[src/rtl/keyframe_linear_interp_core_macros.svh]
// Assertion macros for the keyframe interpolation core.
// Used by the top level; no other dependencies.
`ifndef KEYFRAME_LINEAR_INTERP_CORE_MACROS_SVH
`define KEYFRAME_LINEAR_INTERP_CORE_MACROS_SVH
`ifndef ASSERT_OFF
// Implication or plain property checked on every clock edge outside reset.
`define KLI_ASSERT(lbl, prop, msg) \
    lbl: assert property (@(posedge clk) disable iff (!rst_n) prop) else $error(msg);
// Condition that must never hold outside reset.
`define KLI_ASSERT_NEVER(lbl, expr, msg) \
    lbl: assert property (@(posedge clk) disable iff (!rst_n) !(expr)) else $error(msg);
`else
`define KLI_ASSERT(lbl, prop, msg)
`define KLI_ASSERT_NEVER(lbl, expr, msg)
`endif
`endif

[src/rtl/kli_ram.sv]
// Generic single write, single read RAM with registered read data.
// No dependencies.
module kli_ram #(
    parameter int WIDTH = 128,
    parameter int DEPTH = 32
) (
    input  logic                                      clk,
    input  logic                                      wr_en,
    input  logic [(DEPTH > 1 ? $clog2(DEPTH) : 1)-1:0] wr_addr,
    input  logic [WIDTH-1:0]                          wr_data,
    input  logic [(DEPTH > 1 ? $clog2(DEPTH) : 1)-1:0] rd_addr,
    output logic [WIDTH-1:0]                          rd_data
);

    logic [WIDTH-1:0] mem [DEPTH];
    logic [WIDTH-1:0] rd_data_reg;

    // Write port and registered read port.
    always_ff @(posedge clk)
    begin
        if (wr_en)
        begin
            mem[wr_addr] <= wr_data;
        end
        rd_data_reg <= mem[rd_addr];
    end

    assign rd_data = rd_data_reg;

endmodule

[config.mk]
export PLATFORM = sky130hd
export DESIGN_NAME = kli_ram
export DESIGN_NICKNAME = d
export VERILOG_FILES = /design/src/rtl/keyframe_linear_interp_core_macros.svh /design/src/rtl/kli_ram.sv
export SDC_FILE = /design/constraint.sdc
export NUM_CORES = 2
export LEC_CHECK = 0
export BUFFER_PORTS_ARGS = -buffer_cell sky130_fd_sc_hd__buf_2
export CAP_MARGIN = 0
export CORE_ASPECT_RATIO = 1.25
export CORE_MARGIN = 5
export CORE_UTILIZATION = 30
export DETAILED_ROUTE_END_ITERATION = 8
export SYNTH_ARGS = -nofsm -noshare
export SYNTH_HDL_FRONTEND = slang
export SYNTH_SLANG_ARGS = --single-unit
export TNS_END_PERCENT = 20
[constraint.sdc]
create_clock -name clk -period 18.6 [get_ports clk]
set_input_delay 0.93 -clock clk [delete_from_list [all_inputs] [get_ports clk]]
set_output_delay 0.93 -clock clk [all_outputs]
set_load 0.01 [all_outputs]
== After elaboration in Yosys (flattened, before gate mapping) ==
Memory sizes are Yosys's and may differ from the RTL's. A register that Yosys moved wholly into a read port is not among the register bits.
Index checks and enable logic that the tools add are counted.
W data, S select, Z words.

* Memories kept: 1
* Input port bits: 140
* Bits in latches: 0
* RAM bits: 4,096
* Flip-flop bits (word level): 0
* Memory bits (read-only): 0
* Output and inout port bits: 128

* $lt $le $gt $ge: 0
* Div/mod/pow operators: 0
* Multipliers: 0
* Mux-type cells: 2
* Bitwise logic cells: 0
* Add/subtract/negate cells: 0
* Equality and inequality tests: 0
* Reductions and logical operators: 0
* Shift operators: 0

{| class="wikitable"
|+ Memory list
! memory !! words !! bits a word !! read ports !! clocked after memory_dff !! wr ports !! RTL line !! text
|-
| mem || 32 || 128 || 1 || 1 || 1 || kli_ram.sv:15 || <nowiki>logic [WIDTH-1:0] mem [DEPTH];</nowiki>
|}

{| class="wikitable"
|+ Operators with widths
! cell !! number
|-
| $mux W1 || 2
|}

== Longest topological paths before layout ==
* Depth in word-level cells: 2
* Mapped depth: 9
* Mapped depth without buffers: 4

== Worst setup path after synthesis ==
No wires, ideal clock.

* Kind: input to register
* From: in wr_addr[1] (netlist bit)
* To: mem mem[12][0] (enable)
* Stages on the path: 3
* Setup slack: 11.072 ns
* Data arrival time: 6.911 ns
* Data required time: 17.983 ns
* Library setup time: 0.617 ns
* Cells stage by stage: or3b_2 > clkbuf_1 > nor2_1

{| class="wikitable"
|+ RTL lines
! element !! RTL line !! text
|-
| start: declaration || kli_ram.sv:9 || <nowiki>input logic [(DEPTH > 1 ? $clog2(DEPTH) : 1)-1:0] wr_addr,</nowiki>
|-
| end: declaration || kli_ram.sv:15 ||
|}

Straight into the memory's write port.

==> flow_summary.yaml <==
drt:
  route.met3.wl_microns: 30860
  first_pass_iters: 7
  wl_met2_microns: 219900
  vias: 73510
  drt-initial-drc-count: 8800
  wl_per_cell_microns: 30.69
  wl_met1_microns: 167500
  drt_wl_total_microns: 433800
  highest_layer: "met5"
  post_drt_via_cell_ratio: 5.200
  ant_nets: 0
  route.detailed.drc: 0
placed_design:
  place_inst: 13360
  dp_slack_ps: 12290
  hpwl_microns: 217000
  gp_congestion: 0.7292
  portBuffers: 267
synth:
  synth.cell_area_sq_um: 155200
  netlist_instances: 6440
  yosys_warnings: 0
  synth-seq-cells: 4224
  synth_nets: 6580
  synth_cell_types: 28
  syn_area_per_cell_sq_um: 24.11
  seq_area_frac_synth_pct: 80.88
sta:
  hold_viol_final: 0
  period_minus_slack_ps: 5172
  finalSetupViolations: 0
  fin_ws_ps: 13430
  drv_slew: 0
  fin_hold_ws_ps: 413.2
  worst_pin_slew_ps: 1277
  fmax_mhz: 193.4
  finClkSkew_ps: 60.88
  max_slew_margin_pct: 14.89
  tns_ps: 0
  period_share_pct: 27.80
  rsz0062_at_grt: "no"
worst_setup_path:
  cpPeakStageDelay_ps: 890
  cp_data_required_time_ps: 19430
  reg2reg_depth: 3
  cp-end-kind: "register"
  rr_startpoint: "mem[28][68]$_DFFE_PP_"
  crit_family: "buffers and inverters"
  criticalPathCategory: "in2reg"
  cp_cell_sequence: "buf_12 -> buf_4 -> buf_4 -> buf_4 -> buf_4 -> mux4_2 -> o22ai_1 -> nor4_1"
  path_buf_inv: 5
  r2r_slack_ps: 16650
  r2r-end: "rd_data[68]$_DFF_P_"
  crit_fanout: 104
  path_depth: 8
  critPathArrivalTime_ps: 6000
  cp-endpoint: "rd_data[114]$_DFF_P_"
  cpMostUsedCell: "buf_4"
  critPathLaunch: "rd_addr[0]"
  crit_path_top_delay_cell: "buf_4"
  start_kind: "primary input"
layout:
  fin_cells: 14140
  final_nets: 7061
  final_common_cell: "edfxtp_1"
  multiInputGateArea_sq_um: 28110
  largest_reg_flops: 4096
  drive_gt1_share_pct: 28.02
  syn2layout_area_growth_pct: 14.83
  fillers: 47320
  regArea_sq_um: 125600
  layout_common_cells: "edfxtp_1, mux4_2, o22ai_1, clkbuf_16, buf_2"
global_route:
  grt_overflow: 0
  grt_max_degree: 123
  grt_pass1_vias: 75070
  antenna_found_initial: 109
  grt_usage_pct: 15.88
  grt_pass1_wl_microns: 603100
clock_network:
  htreeDepth: 5
  clkTransAtPathRegs_ps: 70
  clock_latency_ps: 1000
  cts.sinks: 4224
  numCtsBuffers: 386
  cts_tree: "built"
  cts_hold_buf: 0
  cts_setup_buffers: 0
  clockBufferDepth: 4
  root_buffer: "clkbuf_16"
  cts-resized-gates: 0
worst_hold_path:
  hp-class: "in2reg"
floorplanning:
  placementRows: 295
  start_util_pct: 30.08
  core-area_sq_um: 516000
  die_w_microns: 653.4
  die_h_microns: 814.3
  ios: 268
  die-area_sq_um: 532000
power_and_ir_drop:
  ir_drop_mv: 0.08628
  powerDensity_nw_per_um2: 109.8
  p_leak_uw: 0.05438
  finalPower_uw: 19580
run_status:
  status: "finished, final reports clean"
run:
  maxCapViolCount: 0
stage by stage:
| step | cell area [sq um] | util (%) |
|---|---|---|
| finish | 178300 | 34.54 |
| global route | 178200 | 34.53 |
| CTS | 178100 | 34.52 |
| detailed placement | 165300 | 32.03 |
| global placement | 165300 | 32.03 |
| floorplan | 155200 | - |
power by group:
part	switching [uW]	internal, uW	leakage, uW
Combinational	538	317	0.0101
Clock	3540	4530	0.00628
Sequential	73.6	10600	0.0380
synth_stat cells, drive strengths merged:
cell type | n | area share, %
or3b | 4 | 0.023
nor4 | 111 | 0.45
nor2 | 36 | 0.089
and2 | 1 | 0.0040
and3 | 1 | 0.0040
nor2b | 3 | 0.012
or2 | 1 | 0.0040
nand4 | 17 | 0.069
clkbuf | 117 | 0.30
nand3b | 6 | 0.029
o22ai | 444 | 1.8
nand2 | 4 | 0.0097
nand3 | 37 | 0.12
edfxtp | 4096 | 79
a22oi | 102 | 0.49
mux4 | 956 | 14
dfxtp | 128 | 1.7
mux2i | 136 | 0.88
and3b | 1 | 0.0056
nor3b | 1 | 0.0048
nand2b | 1 | 0.0040
or3 | 2 | 0.0081
buf | 235 | 0.95
cells by family after synthesis:
family	after synthesis	share of synthesized area, %
AOI/OAI and AO/OA	546	2.283
DFF	4224	80.88
and+or+nand+nor	226	0.8318
buffers and inverters	352	1.256
muxes	1092	14.75
final cells by class:
| cell class | instances | area share, % |
|---|---|---|
| clock inverter | 218 | 1.384 |
| antenna | 53 | 0.07440 |
| sequential | 4224 | 70.44 |
| tap | 6831 | 4.795 |
| timing repair buffer | 445 | 1.703 |
| clock buffer | 502 | 5.833 |
| multi-input combinational | 1864 | 15.77 |
layer usage:
layer	global-route usage [%]	vias to the layer above
li1	-	29020
met1	20.51	40660
met2	27.28	3095
met3	2.452	699
met4	5.422	32
met5	0	-
worst min-delay path by stage:
stage | from | to | slack (ps) | cells past startpoint
after floorplan | mem[30][104]$_DFFE_PP_ | rd_data[104]$_DFF_P_ | 650 | 3
after global placement | mem[30][43]$_DFFE_PP_ | rd_data[43]$_DFF_P_ | 670 | 3
after detailed placement | mem[26][43]$_DFFE_PP_ | rd_data[43]$_DFF_P_ | 670 | 3
after CTS | wr_data[23] | mem[11][23]$_DFFE_PP_ | 310 | 1
after global routing | wr_data[23] | mem[22][23]$_DFFE_PP_ | 400 | 1
final | wr_data[23] | mem[20][23]$_DFFE_PP_ | 410 | 1
Power figures use the tool's default switching activity.
