$ cat config.mk
export PLATFORM = sky130hd
export DESIGN_NAME = kli_dp
export DESIGN_NICKNAME = d
export VERILOG_FILES = /design/src/rtl/keyframe_linear_interp_core_macros.svh /design/src/rtl/kli_pkg.sv /design/src/rtl/kli_dp.sv
export SDC_FILE = /design/constraint.sdc
export NUM_CORES = 2
export LEC_CHECK = 0
export ABC_AREA = 1
export BUFFER_PORTS_ARGS = -buffer_cell sky130_fd_sc_hd__buf_2
export CORE_MARGIN = 1
export CORE_UTILIZATION = 30
export CTS_CLUSTER_DIAMETER = 80
export CTS_CLUSTER_SIZE = 14
export DETAILED_ROUTE_END_ITERATION = 12
export PLACE_DENSITY = 0.54
export RECOVER_POWER = 100
export SKIP_CTS_REPAIR_TIMING = 1
export SLEW_MARGIN = 20
export SYNTH_ARGS = -nofsm -noshare
export SYNTH_HDL_FRONTEND = slang
export SYNTH_SLANG_ARGS = --single-unit
$ cat constraint.sdc
create_clock -name clk -period 15.05 [get_ports clk]
set_clock_uncertainty 0.2 [all_clocks]
set_input_delay 0 -clock clk [delete_from_list [all_inputs] [get_ports clk]]
set_output_delay 0 -clock clk [all_outputs]
set_load 0.1 [all_outputs]
$ cat src/rtl/keyframe_linear_interp_core_macros.svh
// Assertion macros for the keyframe interpolation core.
// Used by the top level; no other dependencies.
`ifndef KEYFRAME_LINEAR_INTERP_CORE_MACROS_SVH
`define KEYFRAME_LINEAR_INTERP_CORE_MACROS_SVH
`ifndef ASSERT_OFF
// Implication or plain property checked on every clock edge outside reset.
`define KLI_ASSERT(lbl, prop, msg) \
    lbl: assert property (@(posedge clk) disable iff (!rst_n) prop) else $error(msg);
// Condition that must never hold outside reset.
`define KLI_ASSERT_NEVER(lbl, expr, msg) \
    lbl: assert property (@(posedge clk) disable iff (!rst_n) !(expr)) else $error(msg);
`else
`define KLI_ASSERT(lbl, prop, msg)
`define KLI_ASSERT_NEVER(lbl, expr, msg)
`endif
`endif

$ cat src/rtl/kli_pkg.sv
// Shared types and constants for the keyframe interpolation core.
// No dependencies.
package kli_pkg;

    localparam int DATA_W   = 32;
    localparam int KIDX_W   = 5;
    localparam int KCNT_W   = 6;
    localparam int SEG_W    = 5;
    localparam int REGION_W = 2;

    // Size of the key table; the index, count and segment widths above are fixed to suit it.
    localparam int MAX_KEYS = 32;

    // Request command codes.
    localparam logic CMD_WRITE = 1'b0;
    localparam logic CMD_QUERY = 1'b1;

    // Result region codes.
    localparam logic [REGION_W-1:0] REGION_FIRST  = 2'd0;
    localparam logic [REGION_W-1:0] REGION_INTERP = 2'd1;
    localparam logic [REGION_W-1:0] REGION_LAST   = 2'd2;

    // Component select codes.
    localparam logic [1:0] COMP_X = 2'd0;
    localparam logic [1:0] COMP_Y = 2'd1;
    localparam logic [1:0] COMP_Z = 2'd2;

    // One keyframe as stored in the table memory.
    typedef struct packed {
        logic [DATA_W-1:0] t;
        logic [DATA_W-1:0] x;
        logic [DATA_W-1:0] y;
        logic [DATA_W-1:0] z;
    } kf_t;

    // Commands from the controller to the datapath.
    typedef struct packed {
        logic                ld_query;
        logic                ld_prev;
        logic                ld_cur;
        logic                res_from_rd;
        logic                res_from_prev;
        logic                div_start;
        logic                div_step;
        logic                mul_step;
        logic                add_step;
        logic [1:0]          comp;
        logic                set_meta;
        logic [SEG_W-1:0]    seg;
        logic [REGION_W-1:0] region;
        logic                out_load;
    } ctrl_cmd_t;

    // Status from the datapath to the controller.
    typedef struct packed {
        logic q_le_rd;
        logic hit;
        logic zero_len;
    } dp_status_t;

endpackage

$ cat src/rtl/kli_dp.sv
// Datapath of the keyframe interpolation core: compare, serial divider, shared multiplier.
// Depends on kli_pkg.
module kli_dp #(
    parameter int FRAC_BITS = 16
) (
    input  logic                                 clk,
    input  kli_pkg::ctrl_cmd_t                   cmd,
    input  kli_pkg::kf_t                         rdata,
    input  logic [kli_pkg::DATA_W-1:0]           query_time,
    output kli_pkg::dp_status_t                  sts,
    output logic signed [kli_pkg::DATA_W-1:0]    out_x,
    output logic signed [kli_pkg::DATA_W-1:0]    out_y,
    output logic signed [kli_pkg::DATA_W-1:0]    out_z,
    output logic [kli_pkg::SEG_W-1:0]            segment,
    output logic [kli_pkg::REGION_W-1:0]         region
);

    localparam int DW     = kli_pkg::DATA_W;
    localparam int PROD_W = DW + FRAC_BITS + 3;

    logic [DW-1:0]             q_reg;
    kli_pkg::kf_t              prev_reg;
    kli_pkg::kf_t              cur_reg;
    logic [DW:0]               rem_reg;
    logic [DW-1:0]             dv_reg;
    logic [FRAC_BITS:0]        quo_reg;
    logic signed [PROD_W-1:0]  prod_reg;
    logic [DW-1:0]             res_x_reg, res_y_reg, res_z_reg;
    logic [kli_pkg::SEG_W-1:0]    seg_reg;
    logic [kli_pkg::REGION_W-1:0] region_reg;
    logic [DW-1:0]             out_x_reg, out_y_reg, out_z_reg;
    logic [kli_pkg::SEG_W-1:0]    out_seg_reg;
    logic [kli_pkg::REGION_W-1:0] out_region_reg;

    logic                      div_ge;
    logic [DW:0]               rem_sub;
    logic [DW-1:0]             v0, v1;
    logic signed [DW:0]        diff;
    logic signed [FRAC_BITS+1:0] fac;
    logic signed [PROD_W-1:0]  prod_full;
    logic signed [PROD_W-1:0]  prod_shift;
    logic [DW-1:0]             blend;

    // Segment tests against the key just read.
    assign sts.q_le_rd  = q_reg <= rdata.t;
    assign sts.hit      = (prev_reg.t <= q_reg) && (q_reg <= rdata.t);
    assign sts.zero_len = rdata.t == prev_reg.t;

    // Restoring divider step, one quotient bit a cycle.
    assign div_ge  = rem_reg >= {1'b0, dv_reg};
    assign rem_sub = div_ge ? (rem_reg - {1'b0, dv_reg}) : rem_reg;

    // Component selection for the shared multiplier and adder.
    always_comb
    begin
        unique case (cmd.comp)
            kli_pkg::COMP_X:
            begin
                v0 = prev_reg.x;
                v1 = cur_reg.x;
            end
            kli_pkg::COMP_Y:
            begin
                v0 = prev_reg.y;
                v1 = cur_reg.y;
            end
            kli_pkg::COMP_Z:
            begin
                v0 = prev_reg.z;
                v1 = cur_reg.z;
            end
            default:
            begin
                v0 = prev_reg.x;
                v1 = cur_reg.x;
            end
        endcase
    end

    assign diff       = $signed({v1[DW-1], v1}) - $signed({v0[DW-1], v0});
    assign fac        = $signed({1'b0, quo_reg});
    // The product is formed at full width so no high bits are lost.
    assign prod_full  = diff * fac;
    // Arithmetic shift floors toward minus infinity.
    assign prod_shift = prod_reg >>> FRAC_BITS;
    assign blend      = v0 + prod_shift[DW-1:0];

    // Datapath registers.
    always_ff @(posedge clk)
    begin
        if (cmd.ld_query)
        begin
            q_reg <= query_time;
        end
        if (cmd.ld_prev)
        begin
            prev_reg <= rdata;
        end
        if (cmd.ld_cur)
        begin
            cur_reg <= rdata;
        end
        if (cmd.div_start)
        begin
            rem_reg <= {1'b0, q_reg - prev_reg.t};
            dv_reg  <= rdata.t - prev_reg.t;
            quo_reg <= '0;
        end
        else if (cmd.div_step)
        begin
            rem_reg <= {rem_sub[DW-1:0], 1'b0};
            quo_reg <= {quo_reg[FRAC_BITS-1:0], div_ge};
        end
        if (cmd.mul_step)
        begin
            prod_reg <= prod_full;
        end
        if (cmd.res_from_rd)
        begin
            res_x_reg <= rdata.x;
            res_y_reg <= rdata.y;
            res_z_reg <= rdata.z;
        end
        else if (cmd.res_from_prev)
        begin
            res_x_reg <= prev_reg.x;
            res_y_reg <= prev_reg.y;
            res_z_reg <= prev_reg.z;
        end
        else if (cmd.add_step)
        begin
            unique case (cmd.comp)
                kli_pkg::COMP_X: res_x_reg <= blend;
                kli_pkg::COMP_Y: res_y_reg <= blend;
                kli_pkg::COMP_Z: res_z_reg <= blend;
                default:         res_x_reg <= blend;
            endcase
        end
        if (cmd.set_meta)
        begin
            seg_reg    <= cmd.seg;
            region_reg <= cmd.region;
        end
        if (cmd.out_load)
        begin
            out_x_reg      <= res_x_reg;
            out_y_reg      <= res_y_reg;
            out_z_reg      <= res_z_reg;
            out_seg_reg    <= seg_reg;
            out_region_reg <= region_reg;
        end
    end

    assign out_x   = $signed(out_x_reg);
    assign out_y   = $signed(out_y_reg);
    assign out_z   = $signed(out_z_reg);
    assign segment = out_seg_reg;
    assign region  = out_region_reg;

endmodule

======== Yosys cells after proc, flatten, opt, wreduce, memory -nomap -nowiden ========
Cells that the tools add are included.
cells by class
  add/sub/neg operators ................... 5
  multipliers ............................. 1
  div/mod/pow operators ................... 0
  magnitude comparators ................... 3
  equal/unequal tests ..................... 4
  shift operators ......................... 0
  muxes and demuxes ....................... 17
  bitwise operators ....................... 0
  reduce and logical (&&, ||, !) cells .... 9
operator list
  operator              number
  $mux W32              15
  $pmux W32 S2          2
  $sub A32 B32 Y32      3
  $le A32 B32 Y1        2
  $mul A33 B18 Y48      1
  $ge A33 B32 Y1        1
  $sub A32 B32 Y33      1
  $add A32 B32 Y32      1
  $eq A32 B32 Y1        1
  $reduce_bool A3 Y1    3
  $reduce_and A2 Y1     3
  $ne A3 B1 Y1 const B  1
  $eq A2 B1 Y1 const B  1
  $eq A2 B2 Y1 const B  1
  $reduce_bool A2 Y1    1
  $reduce_or A2 Y1      1
  $logic_and A1 B1 Y1   1
storage, ports and cells
  register bits ........................... 592
  latch bits .............................. 0
  memory bits (writable) .................. 0
  bits in read-only memories .............. 0
  input port bits ......................... 181
  output and inout bits ................... 106
  logic and storage cells ................. 62
  memories ................................ 0

======== Depth between registers and ports, before layout ========
  depth after elaboration ................. 7
  depth in mapped cells ................... 53
  mapped depth without buffers ............ 50

======== Worst setup path before layout ========
No wires, ideal clock.
  path type ............................... input-to-reg
  from .................................... input port cmd[9] in the netlist's numbering
  to ...................................... register prod_reg[47] (data pin)
  library setup time ...................... 0.249 ns
  arrival time ............................ 7.753 ns
  data required time ...................... 14.601 ns
  slack ................................... 6.848 ns
  stages .................................. 44
  path buffers ............................ 4
  cell sequence ........................... inv_1 -> ha_1 -> buf_4 -> clkbuf_1 -> clkbuf_1 -> a221o_1 -> o21ai_0 -> inv_1 -> ha_1 -> a21oi_1 -> inv_1 -> nor2_1 -> a21boi_0 -> o21ai_0 -> a21oi_1 -> nand3_1 -> nand2_1 -> buf_2 -> [... 8 more ...] -> inv_1 -> fa_1 -> inv_1 -> ha_1 -> a21oi_1 -> o21ai_0 -> nand2_1 -> nand3_1 -> a21oi_1 -> nand2_1 -> a31oi_1 -> inv_1 -> nand2_1 -> nand2_1 -> inv_1 -> nand3_1 -> nand2_1 -> inv_1
between the ends
  longest elaborated chain between the ends .. 4
  elaborated cells between the ends (all ways) .. 6
  classes of those cells .................. add/sub (1); mul (1); eq/ne (2); mux (2)
RTL lines
  element                                       line           source
  start, declared                               kli_dp.sv:7    input kli_pkg::ctrl_cmd_t cmd,
  $eq A2 B2 Y1 or $eq A2 B1 Y1 (tied branches)  kli_dp.sv:56   unique case (cmd.comp)
  $pmux W32 S2                                  kli_dp.sv:56
  $sub A32 B32 Y33 *                            kli_dp.sv:80   assign diff = $signed({v1[DW-1], v1}) - $signed({v0[DW-1], v0});
  $mul A33 B18 Y48 *                            kli_dp.sv:83   assign prod_full = diff * fac;
  named net prod_full[47]                       kli_dp.sv:40   logic signed [PROD_W-1:0] prod_full;
  end signal, assigned                          kli_dp.sv:116  prod_reg <= prod_full;
  end, declared                                 kli_dp.sv:27   logic signed [PROD_W-1:0] prod_reg;
The timed path passes the listed nets; every way through them passes the cells marked *.
A chain may end at the register's enable or synchronous reset.

======== Worst setup path after layout ========
  from .................................... input port cmd[9] in the netlist's numbering
  to ...................................... register prod_reg[42] (data pin)
The elaborated chain is that of the path after synthesis.

==> impl_metrics.json <==
{
  "num-nets-final": 6869,
  "area_growth_syn_to_layout_pct": 17.09,
  "synth-main-ff-cell": "edfxtp_1",
  "ant_nets": 0,
  "drt-total-wl_mm": 160.3,
  "grtUsageTotal": 0.1856,
  "synth_top_family_by_area": "adder cells",
  "ys_seq_area_frac": 0.3478,
  "drive_gt1_frac": 0.03838,
  "ctsHtreeMaxLevel": 2,
  "antenna_found_initial": 2,
  "syn_inst": 5306,
  "path_max_fanout": 68,
  "reg2reg_depth": 38,
  "async_flop_share": 0,
  "startpoint_type": "input port",
  "yosys_warnings": 0,
  "synth.area.mux_share": 0,
  "vdd_drop_max_mv": 0.09320,
  "pin_count": 287,
  "yosysUniqueCellTypes": 68,
  "synth-simple-area-share": 0.1347,
  "period_minus_slack_ns": 12.48,
  "tns_ns": 0,
  "synth-xor-area-share": 0.02405,
  "fin_crit_sh": 0.8289,
  "core_area_sq_um": 162800,
  "drv_cap": 19,
  "grt_pass1_vias": 39321,
  "synthesis.nets": 6304,
  "grt_overflow_total": 0,
  "crit_type": "input port to register",
  "gp_congestion": 0.9387,
  "grt_max_degree": 69,
  "vias": 39192,
  "placed_area_sq_um": 53040,
  "dpl.cell_count": 7645,
  "grt_pass1_wl_mm": 233.7,
  "worst-slew-pin-transition_ns": 4.554,
  "rows": 148,
  "io_buffers": 286,
  "dr.first_iter.drc_count": 2737,
  "synth_area_sq_um": 49220,
  "clkTransAtPathRegs_ns": 0.07,
  "arrival_ns": 12.69,
  "synth_compound_area_frac": 0.1123,
  "die_h_um": 407.0,
  "hold_path_depth": 4,
  "root_buffer": "clkbuf_16",
  "wl_per_cell_um": 19.87,
  "status": "finished with violations",
  "synth_fa_ha_area_frac": 0.2869,
  "final_cell_area_sq_um": 57630,
  "clockBufferDepth": 3,
  "required_ns": 15.26,
  "p_leak_nw": 25.39,
  "post_synth.cell_area_avg_sq_um": 9.276,
  "first_pass_iters": 8,
  "powerDensity_nw_per_um2": 111.0,
  "cts_sinks": 576,
  "max_freq_mhz": 80.16,
  "drv_slew": 873,
  "rsz0062_at_grt": "no",
  "viasPerCell": 4.860,
  "route.detailed.drc": 0,
  "final_common_cell": "inv_1",
  "layout.cells.non_filler": 8065,
  "crit_path_end_kind": "register",
  "slew_headroom": -2.036,
  "place_hpwl_mm": 122.2,
  "setup_viol": 0,
  "largest_reg_flops": 128,
  "cp_slowest_cell": "clkbuf_1",
  "cts_tree": "yes",
  "start_util": 0.3024,
  "die_area_sq_um": 165700,
  "finalHoldViolations": 0,
  "final_cell_mix": "inv_1, nand2_1, nor2_1",
  "synth_edf_count": 558,
  "crit_top_cell": "nand2_1",
  "clk_latency_ns": 0.68,
  "cts_inserted_buffers": 52,
  "critPathMaxStageDelay_ns": 1.81,
  "hold_path_class": "input port to register",
  "violations": "capacitance limit, slew limit",
  "die_x_um": 407.0,
  "ys_ff_latch": 576
}
-- path summary, 6_finish.rpt --
| path | startpoint | end | slack (ns) |
|---|---|---|---|
| min | rdata[83] | res_x_reg[19] | 0.04 |
| max | cmd[9] | prod_reg[42] | 2.57 |
| max reg2reg | prev_reg[32] | prod_reg[42] | 4.61 |
| min reg2reg | res_x_reg[26] | out_x[26] | 0.21 |
-- power breakdown --
group,switching [mW],internal (mW)
Combinational,2.13,0.863
Clock,0.631,0.634
Sequential,0.0932,2.05
Total,2.85,3.55
-- per-stage QoR --
stage               hold slack [ns]  worst slack [ns]  power (mW)  utilization
floorplan                   -0.1011             6.848       4.145            -
global placement           -0.02396             4.101       5.066       0.3259
detailed placement         -0.02192             4.024       5.078       0.3259
CTS                         -0.7511             4.733       6.365       0.3351
global route                0.06714             2.178       6.793       0.3541
finish                      0.04244             2.575       6.399       0.3541
-- cell type report --
cell class,instances,area [sq um]
diodes,1,2.502
clock buffers,55,1313
clock inverters,17,190.2
fillers,16706,105100
inverters,1060,3979
multi-input cells,3509,27440
flip-flops and latches,576,17120
well taps,2175,2721
repair buffers,672,4861
-- critical path, delay by kind of cell --
kind | cells | cell delay, ns
AO/OA/AOI/OAI | 7 | 2.11
AND/OR/NAND/NOR | 12 | 1.83
adder cells (fa/ha/maj) | 10 | 4.32
buffers and inverters | 11 | 3.59
XOR/XNOR | 2 | 0.74
-- cell families (layout without fill, tap and decap cells) --
| group | count (synthesis) | in the layout |
|---|---|---|
| flip-flops | 576 | 576 |
| AO/OA/AOI/OAI | 955 | 955 |
| buffers and inverters | 1221 | 1804 |
| adder cells (fa/ha/maj) | 817 | 817 |
| XOR/XNOR | 130 | 130 |
| other | 0 | 1 |
| AND/OR/NAND/NOR | 1607 | 1607 |
-- synthesized netlist by cell type, types with 3 or more instances --
cell / number / area [sq um]
buf_1: 15 / 56.30
dfxtp_1: 18 / 360.4
nand4_1: 36 / 225.2
nand3b_1: 11 / 82.58
a211oi_1: 7 / 52.55
clkinv_1: 9 / 33.78
xnor2_1: 60 / 525.5
o21ai_1: 5 / 25.02
a21oi_1: 482 / 2412
o21a_1: 21 / 157.7
nor2_1: 558 / 2095
nor3_1: 29 / 145.1
edfxtp_1: 558 / 16760
a21o_1: 23 / 172.7
nand2_1: 739 / 2774
nor2_2: 11 / 68.82
or2_2: 26 / 162.7
inv_1: 1041 / 3908
clkbuf_1: 119 / 446.7
a31oi_1: 26 / 162.7
ha_1: 298 / 3729
o211ai_1: 11 / 82.58
o21ai_0: 243 / 1216
o221a_2: 5 / 56.30
inv_2: 10 / 37.54
nand3_1: 150 / 750.7
nand2_2: 13 / 81.33
xor2_2: 5 / 81.33
nor4_1: 13 / 81.33
a221o_1: 57 / 570.6
buf_2: 21 / 105.1
a21boi_0: 12 / 90.09
buf_4: 4 / 30.03
o21bai_1: 11 / 82.58
a221oi_1: 9 / 78.83
fa_1: 519 / 10390
nand2_4: 3 / 33.78
o221ai_1: 5 / 43.79
o22ai_1: 17 / 106.4
xor2_1: 64 / 560.5
or2_1: 7 / 43.79
-- layer usage --
| layer | GRT usage | wire length (um) |
|---|---|---|
| met1 | 0.2400 | 68000 |
| met2 | 0.3136 | 75710 |
| met3 | 0.02996 | 10920 |
| met4 | 0.06252 | 5651 |
| met5 | 0 | 13 |
(Power assumes the default switching activity.)
