--- config.mk ---
export PLATFORM = sky130hd
export DESIGN_NAME = kli_ctrl
export DESIGN_NICKNAME = d
export VERILOG_FILES = /design/src/rtl/keyframe_linear_interp_core_macros.svh /design/src/rtl/kli_pkg.sv /design/src/rtl/kli_ctrl.sv
export SDC_FILE = /design/constraint.sdc
export NUM_CORES = 1
export LEC_CHECK = 0
export BUFFER_PORTS_ARGS = -buffer_cell sky130_fd_sc_hd__buf_4
export CORE_ASPECT_RATIO = 1.75
export CORE_UTILIZATION = 45
export DETAILED_ROUTE_END_ITERATION = 10
export PLACE_DENSITY = 0.73
export SLEW_MARGIN = 20
export SYNTH_ARGS = -nofsm -noshare
export SYNTH_HDL_FRONTEND = slang
export SYNTH_SLANG_ARGS = --single-unit
--- constraint.sdc ---
create_clock -name clk -period 2.61 [get_ports clk]
set_clock_uncertainty 0.15 [all_clocks]
set_input_delay 0.261 -clock clk [delete_from_list [all_inputs] [get_ports clk]]
set_output_delay 0.261 -clock clk [all_outputs]
set_load 0.01 [all_outputs]
--- src/rtl/keyframe_linear_interp_core_macros.svh ---
// Assertion macros for the keyframe interpolation core.
// Used by the top level; no other dependencies.
`ifndef KEYFRAME_LINEAR_INTERP_CORE_MACROS_SVH
`define KEYFRAME_LINEAR_INTERP_CORE_MACROS_SVH
`ifndef ASSERT_OFF
// Implication or plain property checked on every clock edge outside reset.
`define KLI_ASSERT(lbl, prop, msg) \
    lbl: assert property (@(posedge clk) disable iff (!rst_n) prop) else $error(msg);
// Condition that must never hold outside reset.
`define KLI_ASSERT_NEVER(lbl, expr, msg) \
    lbl: assert property (@(posedge clk) disable iff (!rst_n) !(expr)) else $error(msg);
`else
`define KLI_ASSERT(lbl, prop, msg)
`define KLI_ASSERT_NEVER(lbl, expr, msg)
`endif
`endif

--- src/rtl/kli_pkg.sv ---
// Shared types and constants for the keyframe interpolation core.
// No dependencies.
package kli_pkg;

    localparam int DATA_W   = 32;
    localparam int KIDX_W   = 5;
    localparam int KCNT_W   = 6;
    localparam int SEG_W    = 5;
    localparam int REGION_W = 2;

    // Size of the key table; the index, count and segment widths above are fixed to suit it.
    localparam int MAX_KEYS = 32;

    // Request command codes.
    localparam logic CMD_WRITE = 1'b0;
    localparam logic CMD_QUERY = 1'b1;

    // Result region codes.
    localparam logic [REGION_W-1:0] REGION_FIRST  = 2'd0;
    localparam logic [REGION_W-1:0] REGION_INTERP = 2'd1;
    localparam logic [REGION_W-1:0] REGION_LAST   = 2'd2;

    // Component select codes.
    localparam logic [1:0] COMP_X = 2'd0;
    localparam logic [1:0] COMP_Y = 2'd1;
    localparam logic [1:0] COMP_Z = 2'd2;

    // One keyframe as stored in the table memory.
    typedef struct packed {
        logic [DATA_W-1:0] t;
        logic [DATA_W-1:0] x;
        logic [DATA_W-1:0] y;
        logic [DATA_W-1:0] z;
    } kf_t;

    // Commands from the controller to the datapath.
    typedef struct packed {
        logic                ld_query;
        logic                ld_prev;
        logic                ld_cur;
        logic                res_from_rd;
        logic                res_from_prev;
        logic                div_start;
        logic                div_step;
        logic                mul_step;
        logic                add_step;
        logic [1:0]          comp;
        logic                set_meta;
        logic [SEG_W-1:0]    seg;
        logic [REGION_W-1:0] region;
        logic                out_load;
    } ctrl_cmd_t;

    // Status from the datapath to the controller.
    typedef struct packed {
        logic q_le_rd;
        logic hit;
        logic zero_len;
    } dp_status_t;

endpackage

--- src/rtl/kli_ctrl.sv ---
// Controller of the keyframe interpolation core: scan, divide and blend sequencing.
// Depends on kli_pkg.
module kli_ctrl #(
    parameter int MAX_KEYS  = 32,
    parameter int FRAC_BITS = 16
) (
    input  logic                              clk,
    input  logic                              rst_n,
    input  logic                              req_valid,
    input  logic                              req_command,
    output logic                              req_ready,
    input  logic [kli_pkg::KCNT_W-1:0]        key_count,
    input  logic                              out_ready,
    output logic                              out_valid,
    input  kli_pkg::dp_status_t               sts,
    output kli_pkg::ctrl_cmd_t                cmd,
    output logic [(MAX_KEYS > 1 ? $clog2(MAX_KEYS) : 1)-1:0] rd_addr
);

    localparam int IDX_W  = MAX_KEYS > 1 ? $clog2(MAX_KEYS) : 1;
    localparam int CNT_W  = $clog2(MAX_KEYS + 1);
    localparam int DCNT_W = $clog2(FRAC_BITS + 2);

    typedef enum logic [3:0] {
        S_IDLE, S_FETCH0, S_CHK0, S_FETCH, S_CHK, S_DIV, S_MUL, S_ADD, S_DONE
    } state_t;

    state_t             state_reg, state_next;
    logic [IDX_W-1:0]   idx_reg, idx_next;
    logic [CNT_W-1:0]   cnt_reg, cnt_next;
    logic [DCNT_W-1:0]  dcnt_reg, dcnt_next;
    logic [1:0]         comp_reg, comp_next;
    logic               out_valid_reg, out_valid_next;
    logic [31:0]        kc32;
    logic [31:0]        cnt_clamp;
    logic [31:0]        idx32;
    logic [31:0]        idx_m1;
    logic               is_last;

    // Effective key count: zero acts as one, large values saturate.
    assign kc32 = 32'(key_count);
    always_comb
    begin
        priority if (kc32 == 32'd0)
            cnt_clamp = 32'd1;
        else if (kc32 > 32'(MAX_KEYS))
            cnt_clamp = 32'(MAX_KEYS);
        else
            cnt_clamp = kc32;
    end

    assign idx32   = 32'(idx_reg);
    assign idx_m1  = idx32 - 32'd1;
    assign is_last = (idx32 + 32'd1) == 32'(cnt_reg);

    assign req_ready = (state_reg == S_IDLE);
    assign out_valid = out_valid_reg;
    assign rd_addr   = idx_reg;

    // Next state and command decode.
    always_comb
    begin
        cmd        = '0;
        cmd.comp   = comp_reg;
        state_next = state_reg;
        idx_next   = idx_reg;
        cnt_next   = cnt_reg;
        dcnt_next  = dcnt_reg;
        comp_next  = comp_reg;
        unique case (state_reg)
            S_IDLE:
            begin
                if (req_valid && req_command == kli_pkg::CMD_QUERY)
                begin
                    cmd.ld_query = 1'b1;
                    idx_next     = '0;
                    cnt_next     = CNT_W'(cnt_clamp);
                    state_next   = S_FETCH0;
                end
            end
            S_FETCH0:
            begin
                state_next = S_CHK0;
            end
            S_CHK0:
            begin
                cmd.ld_prev = 1'b1;
                if (cnt_reg == CNT_W'(1) || sts.q_le_rd)
                begin
                    cmd.res_from_rd = 1'b1;
                    cmd.set_meta    = 1'b1;
                    cmd.seg         = '0;
                    cmd.region      = kli_pkg::REGION_FIRST;
                    state_next      = S_DONE;
                end
                else
                begin
                    idx_next   = IDX_W'(1);
                    state_next = S_FETCH;
                end
            end
            S_FETCH:
            begin
                state_next = S_CHK;
            end
            S_CHK:
            begin
                priority if (sts.hit)
                begin
                    cmd.set_meta = 1'b1;
                    cmd.seg      = idx_m1[kli_pkg::SEG_W-1:0];
                    cmd.region   = kli_pkg::REGION_INTERP;
                    if (sts.zero_len)
                    begin
                        // Zero-length segment holds its start value.
                        cmd.res_from_prev = 1'b1;
                        state_next        = S_DONE;
                    end
                    else
                    begin
                        cmd.ld_cur    = 1'b1;
                        cmd.div_start = 1'b1;
                        dcnt_next     = '0;
                        state_next    = S_DIV;
                    end
                end
                else if (is_last)
                begin
                    cmd.res_from_rd = 1'b1;
                    cmd.set_meta    = 1'b1;
                    cmd.seg         = idx32[kli_pkg::SEG_W-1:0];
                    cmd.region      = kli_pkg::REGION_LAST;
                    state_next      = S_DONE;
                end
                else
                begin
                    cmd.ld_prev = 1'b1;
                    idx_next    = idx_reg + IDX_W'(1);
                    state_next  = S_FETCH;
                end
            end
            S_DIV:
            begin
                cmd.div_step = 1'b1;
                if (dcnt_reg == DCNT_W'(FRAC_BITS))
                begin
                    comp_next  = kli_pkg::COMP_X;
                    state_next = S_MUL;
                end
                else
                begin
                    dcnt_next = dcnt_reg + DCNT_W'(1);
                end
            end
            S_MUL:
            begin
                cmd.mul_step = 1'b1;
                state_next   = S_ADD;
            end
            S_ADD:
            begin
                cmd.add_step = 1'b1;
                if (comp_reg == kli_pkg::COMP_Z)
                begin
                    state_next = S_DONE;
                end
                else
                begin
                    comp_next  = comp_reg + 2'd1;
                    state_next = S_MUL;
                end
            end
            S_DONE:
            begin
                if (!out_valid_reg || out_ready)
                begin
                    cmd.out_load = 1'b1;
                    state_next   = S_IDLE;
                end
            end
            default:
            begin
                state_next = S_IDLE;
            end
        endcase
    end

    // Output valid: set when a result is loaded, cleared when taken.
    always_comb
    begin
        priority if (cmd.out_load)
            out_valid_next = 1'b1;
        else if (out_ready)
            out_valid_next = 1'b0;
        else
            out_valid_next = out_valid_reg;
    end

    // State and registered outputs.
    always_ff @(posedge clk or negedge rst_n)
    begin
        if (!rst_n)
        begin
            state_reg     <= S_IDLE;
            idx_reg       <= '0;
            cnt_reg       <= CNT_W'(1);
            dcnt_reg      <= '0;
            comp_reg      <= kli_pkg::COMP_X;
            out_valid_reg <= 1'b0;
        end
        else
        begin
            state_reg     <= state_next;
            idx_reg       <= idx_next;
            cnt_reg       <= cnt_next;
            dcnt_reg      <= dcnt_next;
            comp_reg      <= comp_next;
            out_valid_reg <= out_valid_next;
        end
    end

endmodule

# ---- After elaboration in Yosys (flattened, before gate mapping)
# Index checks and enable logic that the tools add are counted.
dict set report totals {
  elab_cells 98
  out_inout_bits 27
  inputBits 14
  ff_bits 23
}
dict set report op_classes {
  add_sub_neg 5
  muxes 49
  magnitude_cmp 1
  n_reduce_logical 15
  n_eq_ne 22
}
# operator count
set ops {}
lappend ops {{case mux 4 bit (9 select lines)} 1}
lappend ops {{2-to-1 mux 5 bit} 7}
lappend ops {{logical NOT 32 bit} 1}
lappend ops {{2-to-1 mux 4 bit} 8}
lappend ops {{2-to-1 mux 8 bit} 3}
lappend ops {{2-to-1 mux 1 bit} 18}
lappend ops {{!= test 2 bit, second input constant} 9}
lappend ops {{equality test 4 x 3 -> 1 bit, second input constant} 4}
lappend ops {{case mux 8 bit (2 select lines)} 1}
lappend ops {{case mux 5 bit (3 select lines)} 1}
lappend ops {{2-to-1 mux 6 bit} 2}
lappend ops {{adder 5 x 1 -> 5 bit, second input constant} 2}
lappend ops {{case mux 5 bit (2 select lines)} 1}
lappend ops {{equality test 4 x 2 -> 1 bit, second input constant} 2}
lappend ops {{2-to-1 mux 2 bit} 4}
lappend ops {{adder 5 x 1 -> 6 bit, second input constant} 1}
lappend ops {{equality test 6 x 1 -> 1 bit, second input constant} 1}
lappend ops {{equality test 6 bit} 1}
lappend ops {{greater-than comparator 6 bit, second input constant} 1}
lappend ops {{AND reduction 3 bit} 2}
lappend ops {{nonzero test 2 bit} 3}
lappend ops {{equality test 5 bit, second input constant} 1}
lappend ops {{AND reduction 5 bit} 1}
lappend ops {{subtractor 5 x 1 -> 5 bit, second input constant} 1}
lappend ops {{14 further kinds} 16}

# ---- Depth between registers and ports, before layout
# Gate-level depths: netlist of the first run.
dict set report depth {
  word_depth 5
  ltp_mapped 9
  depth_no_buf 7
}

# ---- Worst setup path after synthesis of the first run
# OpenSTA, ideal clock, no wires.
dict set report synth_path {
  kind {register to output}
  startpoint {register idx_reg[0], in the netlist rd_addr[0]}
  endpoint {output port cmd[6] (netlist name)}
  path_stages_with_launch 10
  path_buffers 2
  path_slack_ns 0.032
  required_time_ns 2.199
  arrival_ns 2.167
  cell_sequence {dfrtp_1 > buf_2 > inv_1 > ha_1 > xnor2_1 > nand2_1 > nor4b_4 > buf_2 > nand4_1 > a21oi_1}
}
# item line
set synth_lines {}
lappend synth_lines {{start, declared} kli_ctrl.sv:29} ;# logic [IDX_W-1:0] idx_reg, idx_next;
lappend synth_lines {{start signal, assigned} kli_ctrl.sv:214} ;# idx_reg <= idx_next;
lappend synth_lines {{end, declared} kli_ctrl.sv:16} ;# output kli_pkg::ctrl_cmd_t cmd,

==> summary.md, run 1 <==
| Metric | Value |
|---|---|
| CP peak stage delay | 0.40 ns |
| Maximum vdd ir drop | 0.568 mV |
| Placed Cells incl. Taps | 277 |
| Antenna Cells | 0 |
| Largest family of logic cells by synthesized area | simple AND/OR/NAND/NOR gates |
| Post-synthesis register bit count | 23 |
| Post-Syn Area | 1760 um2 |
| Nets | 262 |
| Num CTS Buffers | 3 |
| Drt pass-1 iters | 4 |
| Global route hottest layer | met2 |
| Post-synth EDFFs | 0 |
| Total Routing Usage GR | 0.216 |
| Post-route cell area | 2250 um2 |
| Initial antenna violation count | 0 |
| Met2 GRT Util | 0.403 |
| Final Util | 0.615 |
| Sequential share of the synthesized area | 0.328 |
| 1st-iter DRT viols | 33 |
| Critical Path Sink Type | output port |
| Post-Layout Cell Count | 288 |
| Synth-to-Final Area Change | 28.1% |
| Max Clock Freq | 0.391 GHz |
| Post-synth top area share | 0.313 |
| Hold Crit Class | in2reg |
| Startpoint types | flop |
| Req. time, crit path | ~2.2 ns |
| Synth Area in Adders | 0.0356 |
| Placed Instance Area | 2090 um2 |
| Slew Limit Fails | 0 |
| Post-synthesis xor/xnor area fraction | 0.0498 |
| # setup viols final | 0 |
| Reg clk slew, reported paths | 0.08 ns |
| Post-synth cell types | 59 |
| Max reg flops | 6 |
| LEAKAGE | around 1.0 nW |
| Crit-path cells | buf_4, ha_4, xor2_1, o2111ai_1, o21a_2, buf_6, nand4_1, a21oi_2, buf_4 |
| Post-Place Setup Slack | 0.145 ns |
| Crit-path slowest cell | dfrtp_1 |
| Chip Width | 49.2 um |
| Port buffer count | 40 |
| Detailed-route DRC error count | 0 |
| Via density | 5.67 |
| Ys async rst share | 1.00 |
| Global Route met1 Usage | 0.235 |
| Status | finished clean |
| WL final | 4360 um |
| Number of global-route vias before repair | about 1600 |
| First-pass GRT wire length | 7020 um |
| Vias | between 1500 and 2000 |
| Ys flop type | dfrtp_1 |
| Die Ht | 84.7 um |
| Arrival time worst endpoint | 2.15 ns |
| Setup TNS | 0 ns |
| Clock sink count | 23 |
| Post-DP HPWL | 3180 um |
| Site Rows | 29 |
| Gr ovfl total | 0 |
| CP dominant cell by count | buf_4 |
| Fraction of layout cells with a size suffix above 1 | 0.368 |
| Clock buffer depth | 2 |
| Post-Syn Instances | around 200 |
| Final Hold Fails | 0 |
| Root Driver | clkbuf_8 |
| M3 GR Usage | 0.0217 |
| Unrepaired setup endpoints after global routing | true |
| Largest area contributor in the netlist | dfrtp_1 |
| Post-synthesis mux area share | 0.0242 |
| PwrDens | 947 nW/um2 |
| Core footprint | 3660 um2 |
| Worst slew pin tran | approximately 0.46 ns |
| H-tree depth | 1 |
| Fin Hold WS | approximately 0.025 ns |
| TritonCTS clock tree | yes |
| Post-Syn Nets | 215 |
| Area fraction in compound gates after synthesis | 0.176 |
| Fin crit period | 2.56 ns |
| Largest net degree at the start of global routing | 24 |
| Starting Density | 0.480 |
| Die area | 4170 um2 |
| Worst Path Max Fanout | 7 |
| Post-Syn Area per Cell | 8.97 um2 |
| Final Cycle Share | 0.981 |
| Critical path class | reg2out |
| GP Congestion | between 0.8 and 0.9 |
| Synth warn | 0 |
| Remaining antenna violation count | 0 |
| DR WL/cell | 15.1 um |
| Simple-Gate Fraction of Synth Area | 0.304 |
| Final WS setup | 0.0495 ns |
| Slew margin rel. | 0.695 |
| Synth area leaders | dfrtp_1 31%, nand2_1 3.6%, ha_1 3.6% |
| Max Cap Viol | 0 |
| Final total power | ~2.1 mW |
| Num ports | 41 |
| Clk Latency, worst-skew pair | 0.26 ns |
cells in the final DEF (no fill, tap or decap), types with 3 or more instances in the layout:
| cell type | n |
|---|---|
| nor2_1 | 10 |
| a21oi_1 | 9 |
| inv_1 | 12 |
| nand2_2 | 3 |
| o21ai_1 | 3 |
| buf_4 | 49 |
| a211o_1 | 3 |
| nor3_1 | 7 |
| nand4_1 | 9 |
| nand3_1 | 3 |
| clkbuf_8 | 3 |
| nand2b_1 | 5 |
| or3_1 | 3 |
| nand2_1 | 16 |
| o21ai_0 | 7 |
| buf_6 | 3 |
| dfrtp_1 | 21 |
| inv_2 | 3 |
| nor4_1 | 3 |
| xor2_1 | 7 |
| a21oi_2 | 3 |
| ha_1 | 3 |
power breakdown:
group	switching, mW	leakage (nW)	internal [mW]
registers	0.190	0.296	0.487
logic	0.610	0.703	0.623
clock network	0.116	0.0255	0.107
area by class of cell:
class,count,area (um2)
clock inverters,1,5.00
repair buffers,55,422
clock buffers,3,41.3
flip-flops and latches,23,578
well taps,46,57.6
fillers,333,1410
multi-input cells,144,1090
inverters,16,60.1
worst paths after layout:
kind	from	end	slack, ns	depth (start not counted)
hold / removal	key_count[5]	cnt_reg[0]	0.02	2
setup / recovery	rd_addr[1]	cmd[6]	0.05	9
setup reg to reg	rd_addr[0]	rd_addr[0]	0.10	9
max in group asynchronous	rst_n	cnt_reg[0]	1.76	2
hold reg to reg	cnt_reg[0]	cnt_reg[0]	0.35	2
min in group asynchronous	rst_n	dcnt_reg[1]	0.27	2
layer usage:
metal  wire (um)  share of wire
met4          95          0.022
met1        1640           0.38
met3         150          0.034
met2        2470           0.57
met5           0              0
cell usage after synthesis (4+ instances only):
cell type and n:
nor2_1 10, nand3_1 4, o21ai_0 8, inv_1 14, ha_1 5, a21oi_1 12
nand2b_1 5, dfrtp_1 22, buf_4 4, nand4_1 9, nor3_1 7, nand2_1 17
buf_2 5, xor2_1 7
worst max-delay path, delay by kind of cell (launching register included):
kind	cells	cell delay (ns)
AOI/OAI and AO/OA	3	0.58
xor gates and xnor gates	1	0.15
adders and majority gates	1	0.18
buffers and inverters	3	0.44
DFF	1	0.40
and+or+nand+nor	1	0.13
kinds of logic after synthesis:
family | Yosys count
multiplexers | 4
adder cells (fa/ha/maj) | 5
AO/OA/AOI/OAI | 43
buffers and inverters | 29
flip-flops | 23
XOR/XNOR | 10
AND/OR/NAND/NOR | 82
what timing repair did:
action,4_1_cts,5_1_grt
gates resized for setup,4,13
hold buffers,1,0
endpoints found under the setup margin,8,9
pin swaps,0,7
endpoints found under the hold margin,22,0
buffers inserted,2,2
gates cloned,0,2
No activity file was read; power rests on OpenSTA's default activity.
==> run 2, diff against run 1 <==
==> constraint.sdc (replaced) <==
create_clock -name clk -period 2.61 [get_ports clk]
set_clock_uncertainty 0.15 [all_clocks]
set_input_delay 0.522 -clock clk [delete_from_list [all_inputs] [get_ports clk]]
set_output_delay 0.522 -clock clk [all_outputs]
set_load 0.01 [all_outputs]
==> run 2 against run 1 <==
Compared with the run above:
- the run now ends with negative setup slack left
- power grew 14%
- register-to-register slack is essentially flat
- final area grew 8.8%
- sequential cell count is the same
- clock power grew 2%
- fmax shrank 9.7%
- final cell count grew 6.9%
- wire length grew 7.2%
- non-clock buffer count grew 20
- sequential power shrank 5.8%
- sequential share of layout area shrank 2.1 points
- combinational power grew 27%
- highest routed layer unchanged
==> summary.md, run 2 (synthesized netlist as in run 1, its figures left out) <==
| Metric | Value |
|---|---|
| Status | finished with violations |
| Failing checks | negative setup slack |
| Chip Width | 49.2 um |
| Site Rows | 29 |
| Drt pass-1 iters | 4 |
| Initial antenna violation count | 0 |
| Fin Hold WS | 0.292 ns |
| Remaining antenna violation count | 0 |
| H-tree depth | 1 |
| GP Congestion | 0.903 |
| Max Clock Freq | 0.353 GHz |
| Final total power | around 2.4 mW |
| Clock buffer depth | 2 |
| # setup viols final | 9 |
| Largest net degree at the start of global routing | 24 |
| Maximum vdd ir drop | 0.732 mV |
| Startpoint types | flop |
| Nets | 282 |
| WL final | 4670 um |
| Final WS setup | -0.227 ns |
| First-pass GRT wire length | approximately 7500 um |
| Arrival time worst endpoint | 2.16 ns |
| Max reg flops | 6 |
| Setup TNS | -1.48 ns |
| DR WL/cell | 15.2 um |
| Port buffer count | 40 |
| Critical path class | reg2out |
| Starting Density | 0.480 |
| R2r setup slk | 0.09 ns |
| Clock sink count | 23 |
| Antenna Cells | 0 |
| Num ports | 41 |
| Slew Limit Fails | 0 |
| Final Cycle Share | 1.09 |
| PwrDens | 989 nW/um2 |
| Post-DP HPWL | 3370 um |
| Total Routing Usage GR | 0.235 |
| Critical Path Sink Type | output port |
| Fin crit period | 2.84 ns |
| Final Util | 0.668 |
| Root Driver | clkbuf_8 |
| Via density | 5.53 |
| Hold depth | 2 |
| Most common cell after layout, fill and taps aside | buf_4 |
| R2R depth | 9 |
| TritonCTS clock tree | yes |
| Slew margin rel. | 0.692 |
| Die Ht | approximately 85 um |
| Max Cap Viol | 0 |
| Number of global-route vias before repair | 1668 |
| Reg clk slew, reported paths | approximately 0.09 ns |
| Hold Crit Class | in2reg |
| Vias | 1702 |
| Leading cell types in the layout, fill and taps excluded | 68 x buf_4, 21 x dfrtp_1, 15 x nand2_1, 12 x inv_1 |
| Detailed-route DRC error count | 0 |
| Num CTS Buffers | 3 |
| LEAKAGE | 1.14 nW |
| Core footprint | 3660 um2 |
| Fraction of layout cells with a size suffix above 1 | 0.435 |
| Worst slew pin tran | 0.459 ns |
| Unrepaired setup endpoints after global routing | true |
| Clk Latency, worst-skew pair | around 0.26 ns |
| Req. time, crit path | 1.94 ns |
| Worst Path Max Fanout | 4 |
| Fillers | 301 |
| Synth-to-Final Area Change | 39.4% |
| Final Hold Fails | 0 |
| 1st-iter DRT viols | 30 |
| Gr ovfl total | 0 |
| Die area | about 4200 um2 |
-- run 2: cell count changes in the layout (fill, tap and decap cells not counted), sizes merged --
cell / before / now
buf: 54 / 74
-- run 2: per-layer routing --
metal	vias to the layer above	wire (um)	track usage
met3	18	103	0.0236
met5	-	0	0
li1	835	-	-
met2	46	2620	0.442
met4	0	183	0.134
met1	803	1770	0.244
-- run 2: through the flow --
| step | std cells | instance area [um2] | setup slack [ns] |
|---|---|---|---|
| after detailed placement | 287 | 2220 | 0.0575 |
| after global routing | 308 | 2450 | -0.357 |
| final | 308 | 2450 | -0.227 |
| after CTS | 305 | 2410 | -0.167 |
| after global placement | 287 | 2220 | 0.0696 |
| after floorplan | 196 | 1810 | 0.00219 |
-- run 2: path summary, 6_finish.rpt --
kind	from	endpoint
setup reg to reg	rd_addr[4]	rd_addr[0]
min in group asynchronous	rst_n	comp_reg[0]
hold / removal	out_ready	out_valid
setup / recovery	rd_addr[0]	cmd[6]
max in group asynchronous	rst_n	cnt_reg[0]
hold reg to reg	cnt_reg[0]	cnt_reg[0]
-- run 2: power breakdown --
group	total (mW)	switching [mW]	leakage, nW	internal [mW]
clock	0.226	0.119	0.0255	0.107
sequential	0.638	0.150	0.296	0.488
combinational	1.56	0.737	0.816	0.822
-- run 2: cell type report --
| class | count | area, um2 | area share |
|---|---|---|---|
| clock inverter | 1 | 5.00 | 0.00204 |
| clock buffer | 3 | 41.3 | 0.0169 |
| tap | 46 | 57.6 | 0.0235 |
| multi-input combinational | 144 | 1120 | 0.456 |
| timing repair buffer | 75 | 591 | 0.241 |
| inverter | 16 | 60.1 | 0.0245 |
| sequential | 23 | 578 | 0.236 |
-- run 2: timing repair --
item	4_1_cts	5_1_grt
buffers inserted	12	3
hold endpoints to repair	7	0
pin swaps	3	5
gates cloned	1	0
hold buffers	1	0
setup endpoints to repair	9	12
gates resized for setup	10	4
-- run 2: critical path, stage by stage (launching register included) --
cell and delay [ns]:
dfrtp_1 0.42, inv_2 0.09, ha_4 0.20, xnor2_2 0.18, nand2_2 0.09, nor4b_4 0.31, buf_2 0.22, nand4_1 0.12
a21oi_2 0.13, buf_4 0.12
==> run 3, diff against run 2 <==
Settings changed: PLACE_DENSITY 0.73 to not set, PLACE_DENSITY_LB_ADDON set to 0.05.
Clock period 2.61 ns to 2.9 ns, I/O delays scaled along.
==> run 3 against run 2 <==
Compared with the run above:
- the flow now finishes without violations
- combinational power decreased by 27%
- hold slack worse by 0.25 ns
- sequential power shrank 5.2%
- critical endpoint is now cmd[4]
- highest routed layer unchanged
==> summary.md, run 3 (synthesized netlist as in run 1, its figures left out) <==
| Metric | Value |
|---|---|
| Port buffer count | 40 |
| Final total power | 1.95 mW |
| Slew Limit Fails | 0 |
| Number of global-route vias before repair | 1631 |
| TritonCTS clock tree | yes |
| Critical Path Sink Type | output port |
| Reg clk slew, reported paths | approximately 0.090 ns |
| Most common cell after layout, fill and taps aside | buf_4 |
| Vias | 1653 |
| Largest net degree at the start of global routing | 24 |
| Die Ht | 84.7 um |
| Clk Latency, worst-skew pair | 0.27 ns |
| Unrepaired setup endpoints after global routing | true |
| Fin crit period | just under 3 ns |
| Antenna Cells | 0 |
| Leading cell types in the layout, fill and taps excluded | 52 x buf_4, 21 x dfrtp_1, 16 x nand2_1, 12 x inv_1, 10 x nor2_1 |
| Hold Crit Class | in2async |
| Core footprint | 3660 um2 |
| Gr ovfl total | 0 |
| Via density | 5.74 |
| DR WL/cell | 15.3 um |
| Max Cap Viol | 0 |
| Setup TNS | 0 ns |
| Worst Path Max Fanout | 4 |
| Maximum vdd ir drop | 0.564 mV |
| First-pass GRT wire length | between 7000 and 8000 um |
| Startpoint types | flop |
| Clock power share | 0.107 |
| Drt pass-1 iters | 4 |
| Max Clock Freq | 0.347 GHz |
| Clock sink count | 23 |
| Arrival time worst endpoint | ~2.2 ns |
| Switch share | 0.431 |
| Chip Width | 49.2 um |
| Req. time, crit path | about 2.2 ns |
| Worst slew pin tran | ~0.46 ns |
| GP Congestion | approximately 0.84 |
| Nets | 262 |
| Final Hold Fails | 0 |
| Max reg flops | 6 |
| Detailed-route DRC error count | 0 |
| # setup viols final | 0 |
| Starting Density | 0.480 |
| Pint | 1.11 mW |
| Reg-to-Reg Start | rd_addr[1] |
| Initial antenna violation count | 0 |
| H-tree depth | 1 |
| Post-DP HPWL | between 3000 and 4000 um |
| Crit path launch | rd_addr[1] |
| Die area | around 4200 um2 |
| Sequential share of power | 0.310 |
| Fillers | 337 |
| 1st-iter DRT viols | 47 |
| Num ports | between 40 and 50 |
| Clock buffer depth | 2 |
| Critical path class | reg2out |
| Remaining antenna violation count | 0 |
| Logic gate share of total power | 0.583 |
| Status | finished clean |
| PwrDens | around 860 nW/um2 |
| WL final | roughly 4400 um |
| P_sw | roughly 840 uW |
| Final Cycle Share | 0.995 |
| Total Routing Usage GR | 0.230 |
| Slew margin rel. | 0.692 |
| Site Rows | 29 |
| Synth-to-Final Area Change | 28.8% |
| LEAKAGE | approximately 1 nW |
| Root Driver | clkbuf_8 |
| Fraction of layout cells with a size suffix above 1 | 0.380 |
| Num CTS Buffers | 3 |
-- run 3: layout make-up --
cell class,count,area [um2],share of cell area
Multi-Input combinational cell,144,1100,0.485
Clock buffer,3,41.3,0.0182
Inverter,16,60.1,0.0265
Tap cell,46,57.6,0.0254
Timing Repair Buffer,55,424,0.187
Sequential cell,23,578,0.255
Clock inverter,1,5.00,0.00221
-- run 3: path summary, 6_finish.rpt --
check / to / slack (ns) / depth (start not counted)
worst max-delay path: cmd[4] / 0.01 / 9
worst min-delay path: rd_addr[3] / 0.04 / 1
worst max register to register: rd_addr[0] / 0.42 / 10
worst min register to register: cnt_reg[0] / 0.35 / 2
max in group asynchronous: cnt_reg[0] / 2.26 / 1
min in group clk: cnt_reg[0] / 0.34 / 2
-- run 3: metal layers --
| metal | share of wire | GRT usage |
|---|---|---|
| met4 | 0.028 | 0.120 |
| met1 | 0.40 | 0.251 |
| met5 | 0 | 0 |
| met3 | 0.035 | 0.0217 |
| met2 | 0.54 | 0.422 |
-- run 3: metrics by stage --
stage | area, um2 | hold WS, ns | util | instances | setup WS, ns
3_5_place_dp | 2080 | 0.346 | 0.568 | 276 | 0.158
6_report | 2260 | 0.0375 | 0.618 | 288 | 0.0148
4_1_cts | 2190 | 0.0525 | 0.596 | 284 | 0.00249
2_1_floorplan | 1760 | 0.134 | - | 196 | 0.00303
5_1_grt | 2260 | 0.0619 | 0.618 | 288 | -0.0740
3_3_place_gp | 2080 | 0.336 | 0.568 | 276 | 0.194
-- run 3: what timing repair did --
action / 4_1_cts / 5_1_grt
setup buffers: 3 / 4
pin swaps: 1 / 13
gates resized for setup: 9 / 11
endpoints found under the setup margin: 9 / 9
gates cloned: 1 / 0
hold buffers: 0 / 0
-- run 3: worst max-delay path, cell delays in order (launching register included) --
cell and delay, ns:
dfrtp_1 0.40, inv_2 0.08, ha_4 0.21, xnor2_2 0.14, nand2_2 0.08, nor4b_4 0.40
buf_4 0.21, nand4_1 0.07, a21oi_1 0.15, buf_4 0.13
-- run 3: power by group through the flow --
stage          combinational [mW]  clock [mW]  sequential (mW)
3_5_place_dp                0.946           0            0.608
2_1_floorplan               0.743           0            0.541
4_1_cts                      1.04       0.216            0.603
5_1_grt                      1.23       0.226            0.629
6_report                     1.14       0.209            0.605
3_3_place_gp                0.927           0            0.600
